`src/rtl/core/srfp_pkg.sv`:
```
// Shared types and constants for the screen reply frame parser.
// Depends on nothing; the top level, the controller and the datapath refer to it.
`timescale 1ns / 1ps

package srfp_pkg;

  // Configuration register indexes and reset values.
  localparam int CFG_INDEX_W = 1;
  localparam logic [CFG_INDEX_W-1:0] CFG_HEADER_FIRST  = 1'd0;
  localparam logic [CFG_INDEX_W-1:0] CFG_HEADER_SECOND = 1'd1;
  localparam logic [7:0] HEADER_FIRST_RST  = 8'h5A;
  localparam logic [7:0] HEADER_SECOND_RST = 8'hA5;

  // Payload codes.
  localparam logic [7:0]  OP_WRITE_ACK   = 8'h82;
  localparam logic [15:0] ACK_SIGNATURE  = 16'h4F4B;
  localparam logic [7:0]  OP_DATA_RETURN = 8'h83;
  localparam logic [7:0]  ACK_LENGTH     = 8'd3;
  localparam logic [7:0]  DATA_HDR_LEN   = 8'd4;

  // Record kinds.
  localparam logic KIND_ACK  = 1'b0;
  localparam logic KIND_DATA = 1'b1;

  typedef struct packed {
    logic [7:0] rx_byte;
    logic       burst_end;
  } in_item_t;

  typedef struct packed {
    logic        record_kind;
    logic [15:0] var_address;
    logic [7:0]  data_byte;
    logic [4:0]  byte_index;
    logic [5:0]  data_count;
    logic        last_of_run;
  } out_item_t;

  typedef enum logic [2:0] {
    ST_HEAD1,
    ST_HEAD2,
    ST_LEN,
    ST_BODY,
    ST_EMIT_RD,
    ST_EMIT_LD,
    ST_EMIT_HOLD
  } state_t;

  // Commands from the controller to the datapath.
  typedef struct packed {
    logic load_len;
    logic store_body;
    logic load_ack;
    logic emit_start;
    logic emit_load;
    logic emit_next;
  } ctl_cmd_t;

  // Status from the datapath to the controller.
  typedef struct packed {
    logic hdr1_match;
    logic hdr2_match;
    logic len_zero;
    logic frame_done;
    logic is_ack;
    logic is_data;
    logic out_free;
    logic out_taken;
    logic emit_last;
  } dp_status_t;

endpackage

```
`src/rtl/core/screen_reply_frame_parser.sv`:
```
// Top level of the screen reply frame parser: controller, datapath and assertions.
// Depends on srfp_pkg, srfp_ctrl, srfp_dp and srfp_ram.
`timescale 1ns / 1ps

// Usage:
// Received serial bytes enter on the in_ channel, one item per byte, with
// burst_end marking the last byte before the line went idle. The parser hunts
// for the two header bytes, reads a length byte and collects the payload. A
// frame that completes as an acknowledge gives one result item on the out_
// channel; a data return gives one result item per returned data byte, the
// last one flagged with last_of_run. All other frames give nothing.
// Each parsing byte takes one cycle while the output register is free. An
// acknowledge is valid on out_ in the cycle after the edge that takes its
// closing byte. A data return's first result needs the registered store read
// and the output load; each later one waits for the handoff of the one before,
// then goes through its own store read and output load. No input item is taken
// during the run. Once the final result is loaded the parser hunts again, and
// the next byte can be taken in the same cycle as that result is handed off.
// While a result waits and out_ready is low, in_ready drops, so a stalled
// receiver holds back the input. The header registers are written on the
// cfg_ port at index 0 and 1. Synchronous reset returns the parser to header
// hunting, restores the default headers and empties the output register.
module screen_reply_frame_parser #(
  parameter int MAX_DATA = 32
) (
  input  logic                             clk,
  input  logic                             rst_n,
  input  logic                             cfg_we,
  input  logic [srfp_pkg::CFG_INDEX_W-1:0] cfg_index,
  input  logic [7:0]                       cfg_wdata,
  input  logic                             in_valid,
  output logic                             in_ready,
  input  srfp_pkg::in_item_t               in_data,
  output logic                             out_valid,
  input  logic                             out_ready,
  output srfp_pkg::out_item_t              out_data
);

  srfp_pkg::ctl_cmd_t   cmd;
  srfp_pkg::dp_status_t status;
  logic                 emitting;

  // The controller owns the frame phase and the emission sequence.
  srfp_ctrl u_ctrl (
    .clk       (clk),
    .rst_n     (rst_n),
    .in_valid  (in_valid),
    .burst_end (in_data.burst_end),
    .status    (status),
    .in_ready  (in_ready),
    .cmd       (cmd),
    .emitting  (emitting)
  );

  // The datapath holds the frame fields, the data store and the output register.
  srfp_dp #(
    .MAX_DATA (MAX_DATA)
  ) u_dp (
    .clk       (clk),
    .rst_n     (rst_n),
    .cfg_we    (cfg_we),
    .cfg_index (cfg_index),
    .cfg_wdata (cfg_wdata),
    .in_data   (in_data),
    .cmd       (cmd),
    .out_ready (out_ready),
    .status    (status),
    .out_valid (out_valid),
    .out_data  (out_data)
  );

`ifndef SYNTHESIS
  // A waiting result that is not being taken must hold the input back.
  a_stall_blocks_input: assert property (@(posedge clk) disable iff (!rst_n)
    (out_valid && !out_ready) |-> !in_ready)
    else $error("input taken while a result is stalled");

  // No input byte is taken while a data return is being played out.
  a_no_input_in_run: assert property (@(posedge clk) disable iff (!rst_n)
    emitting |-> !in_ready)
    else $error("input ready during emission");

  // An acknowledge always closes its frame's run.
  a_ack_is_last: assert property (@(posedge clk) disable iff (!rst_n)
    (out_valid && !out_data.last_of_run) |-> (out_data.record_kind == srfp_pkg::KIND_DATA))
    else $error("acknowledge without last marker");
`endif

endmodule

```
`src/rtl/core/srfp_ram.sv`:
```
// Generic single-port-write, single-port-read RAM with registered read data.
// Depends on nothing.
`timescale 1ns / 1ps

module srfp_ram #(
  parameter int WIDTH = 8,
  parameter int DEPTH = 32,
  parameter int AW    = 5
) (
  input  logic             clk,
  input  logic             wr_en,
  input  logic [AW-1:0]    wr_addr,
  input  logic [WIDTH-1:0] wr_data,
  input  logic [AW-1:0]    rd_addr,
  output logic [WIDTH-1:0] rd_data
);

  logic [WIDTH-1:0] mem [DEPTH];

  always_ff @(posedge clk) begin
    if (wr_en) begin
      mem[wr_addr] <= wr_data;
    end
    rd_data <= mem[rd_addr];
  end

endmodule

```
`src/rtl/core/srfp_ctrl.sv`:
```
// Controller state machine of the screen reply frame parser.
// Depends on srfp_pkg for the state, command and status types.
`timescale 1ns / 1ps

module srfp_ctrl (
  input  logic                  clk,
  input  logic                  rst_n,
  input  logic                  in_valid,
  input  logic                  burst_end,
  input  srfp_pkg::dp_status_t  status,
  output logic                  in_ready,
  output srfp_pkg::ctl_cmd_t    cmd,
  output logic                  emitting
);

  srfp_pkg::state_t state_r, state_nxt;
  logic             parsing;
  logic             accept;

  assign parsing  = (state_r == srfp_pkg::ST_HEAD1) || (state_r == srfp_pkg::ST_HEAD2) ||
                    (state_r == srfp_pkg::ST_LEN)   || (state_r == srfp_pkg::ST_BODY);
  assign in_ready = parsing && status.out_free;
  assign accept   = in_valid && in_ready;
  assign emitting = !parsing;

  always_ff @(posedge clk) begin
    if (!rst_n) begin
      state_r <= srfp_pkg::ST_HEAD1;
    end else begin
      state_r <= state_nxt;
    end
  end

  // Next state.
  always_comb begin
    state_nxt = state_r;
    case (state_r)
      srfp_pkg::ST_HEAD1: begin
        if (accept && status.hdr1_match && !burst_end) state_nxt = srfp_pkg::ST_HEAD2;
      end
      srfp_pkg::ST_HEAD2: begin
        if (accept) begin
          state_nxt = (status.hdr2_match && !burst_end) ? srfp_pkg::ST_LEN
                                                        : srfp_pkg::ST_HEAD1;
        end
      end
      srfp_pkg::ST_LEN: begin
        if (accept) begin
          state_nxt = (status.len_zero || burst_end) ? srfp_pkg::ST_HEAD1
                                                     : srfp_pkg::ST_BODY;
        end
      end
      srfp_pkg::ST_BODY: begin
        if (accept) begin
          if (status.frame_done && status.is_data) begin
            state_nxt = srfp_pkg::ST_EMIT_RD;
          end else if (status.frame_done || burst_end) begin
            state_nxt = srfp_pkg::ST_HEAD1;
          end
        end
      end
      srfp_pkg::ST_EMIT_RD: state_nxt = srfp_pkg::ST_EMIT_LD;
      srfp_pkg::ST_EMIT_LD: begin
        state_nxt = status.emit_last ? srfp_pkg::ST_HEAD1 : srfp_pkg::ST_EMIT_HOLD;
      end
      srfp_pkg::ST_EMIT_HOLD: begin
        if (status.out_taken) state_nxt = srfp_pkg::ST_EMIT_RD;
      end
      default: state_nxt = srfp_pkg::ST_HEAD1;
    endcase
  end

  // Commands.
  always_comb begin
    cmd = '0;
    case (state_r)
      srfp_pkg::ST_LEN:  cmd.load_len = accept;
      srfp_pkg::ST_BODY: begin
        cmd.store_body = accept;
        cmd.load_ack   = accept && status.frame_done && status.is_ack;
        cmd.emit_start = accept && status.frame_done && status.is_data;
      end
      srfp_pkg::ST_EMIT_LD:   cmd.emit_load = 1'b1;
      srfp_pkg::ST_EMIT_HOLD: cmd.emit_next = status.out_taken;
      default: cmd = '0;
    endcase
  end

endmodule

```
`src/rtl/core/srfp_dp.sv`:
```
// Datapath of the screen reply frame parser: header registers, frame fields,
// data store, emission counter and output register. Depends on srfp_pkg and srfp_ram.
`timescale 1ns / 1ps

module srfp_dp #(
  parameter int MAX_DATA = 32
) (
  input  logic                                clk,
  input  logic                                rst_n,
  input  logic                                cfg_we,
  input  logic [srfp_pkg::CFG_INDEX_W-1:0]    cfg_index,
  input  logic [7:0]                          cfg_wdata,
  input  srfp_pkg::in_item_t                  in_data,
  input  srfp_pkg::ctl_cmd_t                  cmd,
  input  logic                                out_ready,
  output srfp_pkg::dp_status_t                status,
  output logic                                out_valid,
  output srfp_pkg::out_item_t                 out_data
);

  localparam int AW = (MAX_DATA > 1) ? $clog2(MAX_DATA) : 1;
  localparam int CW = $clog2(MAX_DATA + 1);
  localparam logic [8:0] MAX_DATA_W = 9'(MAX_DATA);

  logic [7:0]  hdr_first_r, hdr_second_r;
  logic [7:0]  frame_length_r;
  logic [7:0]  payload_count_r;
  logic [7:0]  opcode_r, opcode_nxt;
  logic [15:0] address_r, address_nxt;
  logic [CW-1:0] idx_r, count_r;
  logic          out_valid_r;
  srfp_pkg::out_item_t out_data_r;

  logic [7:0]  rx;
  logic [7:0]  data_len;
  logic [7:0]  store_off;
  logic        store_en;
  logic [7:0]  rd_byte;
  logic [CW+5:0] idx_ext, cnt_ext;

  assign rx       = in_data.rx_byte;
  assign data_len = frame_length_r - srfp_pkg::DATA_HDR_LEN;
  assign store_off = payload_count_r - srfp_pkg::DATA_HDR_LEN;
  assign store_en = cmd.store_body && (payload_count_r >= srfp_pkg::DATA_HDR_LEN) &&
                    ({1'b0, store_off} < MAX_DATA_W);

  // Frame fields as they stand once the current byte is taken in.
  always_comb begin
    opcode_nxt  = opcode_r;
    address_nxt = address_r;
    case (payload_count_r)
      8'd0:    opcode_nxt = rx;
      8'd1:    address_nxt = {rx, address_r[7:0]};
      8'd2:    address_nxt = {address_r[15:8], rx};
      default: ;
    endcase
  end

  always_comb begin
    status.hdr1_match = (rx == hdr_first_r);
    status.hdr2_match = (rx == hdr_second_r);
    status.len_zero   = (rx == 8'd0);
    status.frame_done = ({1'b0, payload_count_r} + 9'd1) >= {1'b0, frame_length_r};
    status.is_ack     = (frame_length_r == srfp_pkg::ACK_LENGTH) &&
                        (opcode_nxt == srfp_pkg::OP_WRITE_ACK) &&
                        (address_nxt == srfp_pkg::ACK_SIGNATURE);
    status.is_data    = (frame_length_r > srfp_pkg::DATA_HDR_LEN) &&
                        (opcode_nxt == srfp_pkg::OP_DATA_RETURN) &&
                        ({1'b0, data_len} <= MAX_DATA_W);
    status.out_free   = !out_valid_r || out_ready;
    status.out_taken  = out_valid_r && out_ready;
    status.emit_last  = ({1'b0, idx_r} + {{CW{1'b0}}, 1'b1}) == {1'b0, count_r};
  end

  always_ff @(posedge clk) begin
    if (!rst_n) begin
      hdr_first_r  <= srfp_pkg::HEADER_FIRST_RST;
      hdr_second_r <= srfp_pkg::HEADER_SECOND_RST;
    end else if (cfg_we) begin
      case (cfg_index)
        srfp_pkg::CFG_HEADER_FIRST:  hdr_first_r  <= cfg_wdata;
        srfp_pkg::CFG_HEADER_SECOND: hdr_second_r <= cfg_wdata;
        default: ;
      endcase
    end
  end

  always_ff @(posedge clk) begin
    if (!rst_n) begin
      frame_length_r  <= '0;
      payload_count_r <= '0;
      opcode_r        <= '0;
      address_r       <= '0;
      idx_r           <= '0;
      count_r         <= '0;
    end else begin
      if (cmd.load_len) begin
        frame_length_r  <= rx;
        payload_count_r <= '0;
      end
      if (cmd.store_body) begin
        opcode_r        <= opcode_nxt;
        address_r       <= address_nxt;
        payload_count_r <= payload_count_r + 8'd1;
      end
      if (cmd.emit_start) begin
        idx_r   <= '0;
        count_r <= data_len[CW-1:0];
      end else if (cmd.emit_next) begin
        idx_r <= idx_r + {{(CW-1){1'b0}}, 1'b1};
      end
    end
  end

  srfp_ram #(
    .WIDTH (8),
    .DEPTH (MAX_DATA),
    .AW    (AW)
  ) u_store (
    .clk     (clk),
    .wr_en   (store_en),
    .wr_addr (store_off[AW-1:0]),
    .wr_data (rx),
    .rd_addr (idx_r[AW-1:0]),
    .rd_data (rd_byte)
  );

  assign idx_ext = {6'd0, idx_r};
  assign cnt_ext = {6'd0, count_r};

  always_ff @(posedge clk) begin
    if (!rst_n) begin
      out_valid_r <= 1'b0;
    end else if (cmd.load_ack || cmd.emit_load) begin
      out_valid_r <= 1'b1;
    end else if (out_ready) begin
      out_valid_r <= 1'b0;
    end
  end

  always_ff @(posedge clk) begin
    if (cmd.load_ack) begin
      out_data_r.record_kind <= srfp_pkg::KIND_ACK;
      out_data_r.var_address <= '0;
      out_data_r.data_byte   <= '0;
      out_data_r.byte_index  <= '0;
      out_data_r.data_count  <= '0;
      out_data_r.last_of_run <= 1'b1;
    end else if (cmd.emit_load) begin
      out_data_r.record_kind <= srfp_pkg::KIND_DATA;
      out_data_r.var_address <= address_r;
      out_data_r.data_byte   <= rd_byte;
      out_data_r.byte_index  <= idx_ext[4:0];
      out_data_r.data_count  <= cnt_ext[5:0];
      out_data_r.last_of_run <= status.emit_last;
    end
  end

  assign out_valid = out_valid_r;
  assign out_data  = out_data_r;

endmodule
```
`config.mk`:
```
export PLATFORM = sky130hd
export DESIGN_NAME = screen_reply_frame_parser
export DESIGN_NICKNAME = d
export VERILOG_FILES = /design/src/rtl/core/srfp_pkg.sv /design/src/rtl/core/screen_reply_frame_parser.sv /design/src/rtl/core/srfp_ram.sv /design/src/rtl/core/srfp_ctrl.sv /design/src/rtl/core/srfp_dp.sv
export SDC_FILE = /design/constraint.sdc
export NUM_CORES = 1
export LEC_CHECK = 0
export ABC_AREA = 0
export ABC_CLOCK_PERIOD_IN_PS = 2950
export BUFFER_PORTS_ARGS = -buffer_cell sky130_fd_sc_hd__buf_2
export CAP_MARGIN = 30
export CORE_MARGIN = 2
export CORE_UTILIZATION = 50
export CTS_BUF_LIST = sky130_fd_sc_hd__clkbuf_4
export CTS_CLUSTER_DIAMETER = 200
export DETAILED_ROUTE_END_ITERATION = 8
export PLACE_DENSITY = 0.69
export SLEW_MARGIN = 10
export SYNTH_ARGS = -nofsm -noshare
export SYNTH_HDL_FRONTEND = slang
export SYNTH_SLANG_ARGS = --single-unit
```
`constraint.sdc`:
```
create_clock -name clk -period 2.95 [get_ports clk]
set_input_delay 0.59 -clock clk [delete_from_list [all_inputs] [get_ports clk]]
set_output_delay 0.59 -clock clk [all_outputs]
set_load 0.005 [all_outputs]
```
==> flow_metrics.py <==
metrics = {
    "run_status": {
        "outcome": "finished, final reports clean",
    },
    "sta": {
        "fin_worst_skew_ns": 0.0696,
        "tightest_slew_ns": 0.785,
        "maxSlewViolCount": 0,
        "setup_violations": 0,
        "max_freq_mhz": 363,
        "fin_crit_sh": 0.935,
        "slew_headroom": 0.472,
        "finalHoldViolCount": 0,
        "fin_crit_ns": 2.76,
        "hold_slack_ns": 0.0776,
        "fin_tns_setup_ns": 0,
    },
    "hold_path": {
        "hold_path.class": "primary input to flip-flop",
        "min_path_cells": 3,
        "worstHoldEndpoint": "u_dp.hdr_first_r[1]",
        "min-delay-start": "cfg_wdata[1]",
    },
    "yosys": {
        "ys_seq_area_frac": 0.650,
        "ys.flop_type": "edfxtp_1",
        "synth-edff-count": 256,
        "synth_warnings": 0,
        "yosys.area_share.simple": 0.0889,
        "synth_compound_area_frac": 0.0533,
        "syn_avg_cell_area_um2": 14.6,
        "netlist_area_um2": 15400,
        "syn_inst": 1060,
        "ys_ff_latch": 373,
        "syn-num-nets": 1103,
        "synth-async-reset-ratio": 0,
        "synth_top_family_by_area": "multiplexers",
        "synth_fa_ha_area_frac": 0.0162,
        "synthMuxAreaShare": 0.148,
        "synth-xor-area-share": 0.0227,
        "synth_cell_type_count": 63,
    },
    "grt": {
        "grt.total_usage": 0.216,
        "grt_pass1_wl_mm": 53.8,
        "grt_pass1_vias": 9635,
        "grt_max_degree": 66,
        "gr-total-overflow": 0,
        "antenna_found_initial": 3,
    },
    "route": {
        "detailedRoute.firstIterationViolations": 818,
        "drc": 0,
        "dr.pass1.iters": 5,
        "ant_nets": 0,
        "detail_route.wl_per_cell_um": 20.4,
        "routed_wl_mm": 34.9,
        "via_per_inst": 5.59,
        "vias": 9575,
    },
    "power_and_ir_drop": {
        "seqPwrFrac": 0.551,
        "combPwrFrac": 0.031,
        "p_int_w": 0.00798,
        "cellPowerDensity_nw_per_um2": 569,
        "p_switching_w": 0.00226,
        "peakVddDrop_v": 0.000234,
        "pwr-share-clk": 0.418,
        "leakagePower_nw": 6.44,
        "switching_share": 0.221,
    },
    "die": {
        "dieArea_um2": 32300,
        "start_util": 0.506,
        "rows": 64,
        "die_h_um": 180,
        "io_pins": 62,
        "core_um2": 30500,
        "die_width_um": 180,
    },
    "worst_setup_path": {
        "worstReg2RegStart": "u_dp.payload_count_r[0]",
        "start_kind": "flip-flop",
        "cp_max_fo": 10,
        "reg2reg_slack_ns": 0.19,
        "cp-end-kind": "flip-flop",
        "worstPathArrival_ns": 3.41,
        "required_ns": 3.60,
        "crit_type": "flip-flop to flip-flop",
        "r2r_cells": 12,
        "r2r_end": "u_dp.count_r[1]",
    },
    "placed_design": {
        "port_buffers": 61,
        "dpl.hpwl_mm": 22.8,
        "place_congestion": 0.857,
        "placed_area_um2": 16700,
    },
    "clocking": {
        "path_clk_slew_ns": 0.07,
        "cts_tree": "yes",
        "cts_sinks": 373,
        "hold_buffers": 0,
        "h-tree-depth": 3,
        "cts_buffer_depth": 3,
        "cts_buffers": 96,
        "cts-root-buf": "clkbuf_4",
        "clock_latency_ns": 0.74,
    },
    "cells_and_area": {
        "fin_area_um2": 18000,
        "drive_above_1_share": 0.312,
        "syn2layout_area_growth_pct": 16.6,
        "final_cell_mix": "edfxtp_1, clkbuf_4, dfxtp_1",
        "nNetsFinal": 1293,
        "final_common_cell": "edfxtp_1",
    },
    "job": {
        "drv_cap": 0,
    },
}
-- registers in the layout, summed over array words and instances, names as in the netlist, 3 cells and up --
| signal | cells |
|---|---|
| u_ctrl.state_r | 3 |
| u_dp.address_r | 16 |
| u_dp.count_r | 6 |
| u_dp.frame_length_r | 8 |
| u_dp.hdr_first_r | 8 |
| u_dp.hdr_second_r | 8 |
| u_dp.idx_r | 6 |
| u_dp.opcode_r | 8 |
| u_dp.out_data | 37 |
| u_dp.payload_count_r | 8 |
| u_dp.u_store.mem | 256 |
| u_dp.u_store.rd_data | 8 |
-- worst max-delay path by stage --
stage	slack, ns	start	end
finish	0.19	u_dp.payload_count_r[0]	u_dp.count_r[1]
detailed placement	-0.11	u_dp.payload_count_r[1]	u_dp.out_data[36]
global route	-0.002	u_dp.payload_count_r[0]	u_dp.count_r[2]
floorplan	0.11	u_dp.payload_count_r[2]	u_dp.count_r[0]
CTS	0.03	u_dp.payload_count_r[3]	u_dp.idx_r[4]
global placement	0.07	u_dp.payload_count_r[0]	u_dp.out_data[36]
-- per-stage QoR --
step	instances	utilization	setup slack (ns)	power, W
after floorplan	1060	-	0.106	0.00590
after global placement	1546	0.548	0.0677	0.00605
after detailed placement	1546	0.548	-0.115	0.00606
after CTS	1710	0.587	0.0345	0.0103
after global routing	1713	0.590	-0.00151	0.0107
final	1714	0.590	0.193	0.0102
-- per-layer routing --
layer | wire [um] | share of wire | GRT usage | up-vias
met4 | 754 | 0.022 | 0.0816 | 0
met3 | 2350 | 0.067 | 0.0458 | 65
met5 | 0 | 0 | 0 | -
met2 | 16700 | 0.48 | 0.342 | 348
li1 | - | - | - | 4462
met1 | 15100 | 0.43 | 0.296 | 4700
-- power groups by stage --
stage                     registers [W]  clock network, W  logic, W
after detailed placement        0.00575                 0  0.000309
final                           0.00564           0.00428  0.000318
after global routing            0.00564           0.00468  0.000349
after CTS                       0.00564           0.00439  0.000311
after floorplan                 0.00575                 0  0.000147
after global placement          0.00575                 0  0.000302
-- cell type report --
cell class	instances	area, um2
fill	2370	12500
sequential	373	10000
multi-input combinational	608	5130
timing repair buffer	154	1080
clock buffer	140	1050
tap	396	495
clock inverter	24	134
inverter	17	63.8
antenna	2	5.00
-- synthesized netlist by cell type, types with 4 or more instances --
| cell type | n | share of area |
|---|---|---|
| a21o_1 | 6 | 0.0029 |
| xnor2_1 | 25 | 0.014 |
| mux2_2 | 9 | 0.0066 |
| buf_2 | 7 | 0.0023 |
| a211oi_1 | 5 | 0.0024 |
| or3_1 | 7 | 0.0028 |
| and3_1 | 4 | 0.0016 |
| edfxtp_1 | 256 | 0.50 |
| ha_1 | 20 | 0.016 |
| nand2_1 | 84 | 0.020 |
| a22oi_1 | 16 | 0.0078 |
| nor2b_1 | 5 | 0.0020 |
| mux4_2 | 80 | 0.12 |
| clkbuf_1 | 41 | 0.010 |
| mux2i_1 | 38 | 0.025 |
| a21oi_1 | 43 | 0.014 |
| dfxtp_1 | 117 | 0.15 |
| nand3_1 | 32 | 0.010 |
| and2_1 | 4 | 0.0016 |
| nor2_1 | 110 | 0.027 |
| nor4_1 | 5 | 0.0020 |
| buf_1 | 11 | 0.0027 |
| inv_1 | 16 | 0.0039 |
| o21ai_0 | 19 | 0.0062 |
| nor3_1 | 8 | 0.0026 |
| nand4_1 | 7 | 0.0028 |
| nand2b_1 | 12 | 0.0049 |
| xor2_1 | 15 | 0.0085 |
-- worst max-delay path, cell delays in order (launching register included) --
cell,delay (ns)
dfxtp_1,0.35
inv_1,0.09
nor3_4,0.23
nand3_1,0.12
xnor2_1,0.15
ha_1,0.32
nand3_1,0.10
nor2_1,0.14
a211oi_2,0.12
buf_4,0.16
or3_4,0.41
or3_1,0.37
a21oi_1,0.15
-- kinds of logic (layout without fill, tap and decap cells) --
| logic type | after synthesis | count (layout) |
|---|---|---|
| flops | 373 | 373 |
| fa+ha+maj | 20 | 20 |
| other cells | 0 | 2 |
| xor+xnor | 40 | 40 |
| buf+inv | 79 | 335 |
| mux | 127 | 127 |
| simple gates | 297 | 297 |
| compound gates | 124 | 124 |
-- what timing repair did --
action / in CTS / in global routing
setup buffers: 0 / 0
cloned: 0 / 1
endpoints found under the setup margin: 38 / 52
pin swaps: 0 / 1
resized for setup: 2 / 8
Note: power is estimated with default switching activity, not from simulation.
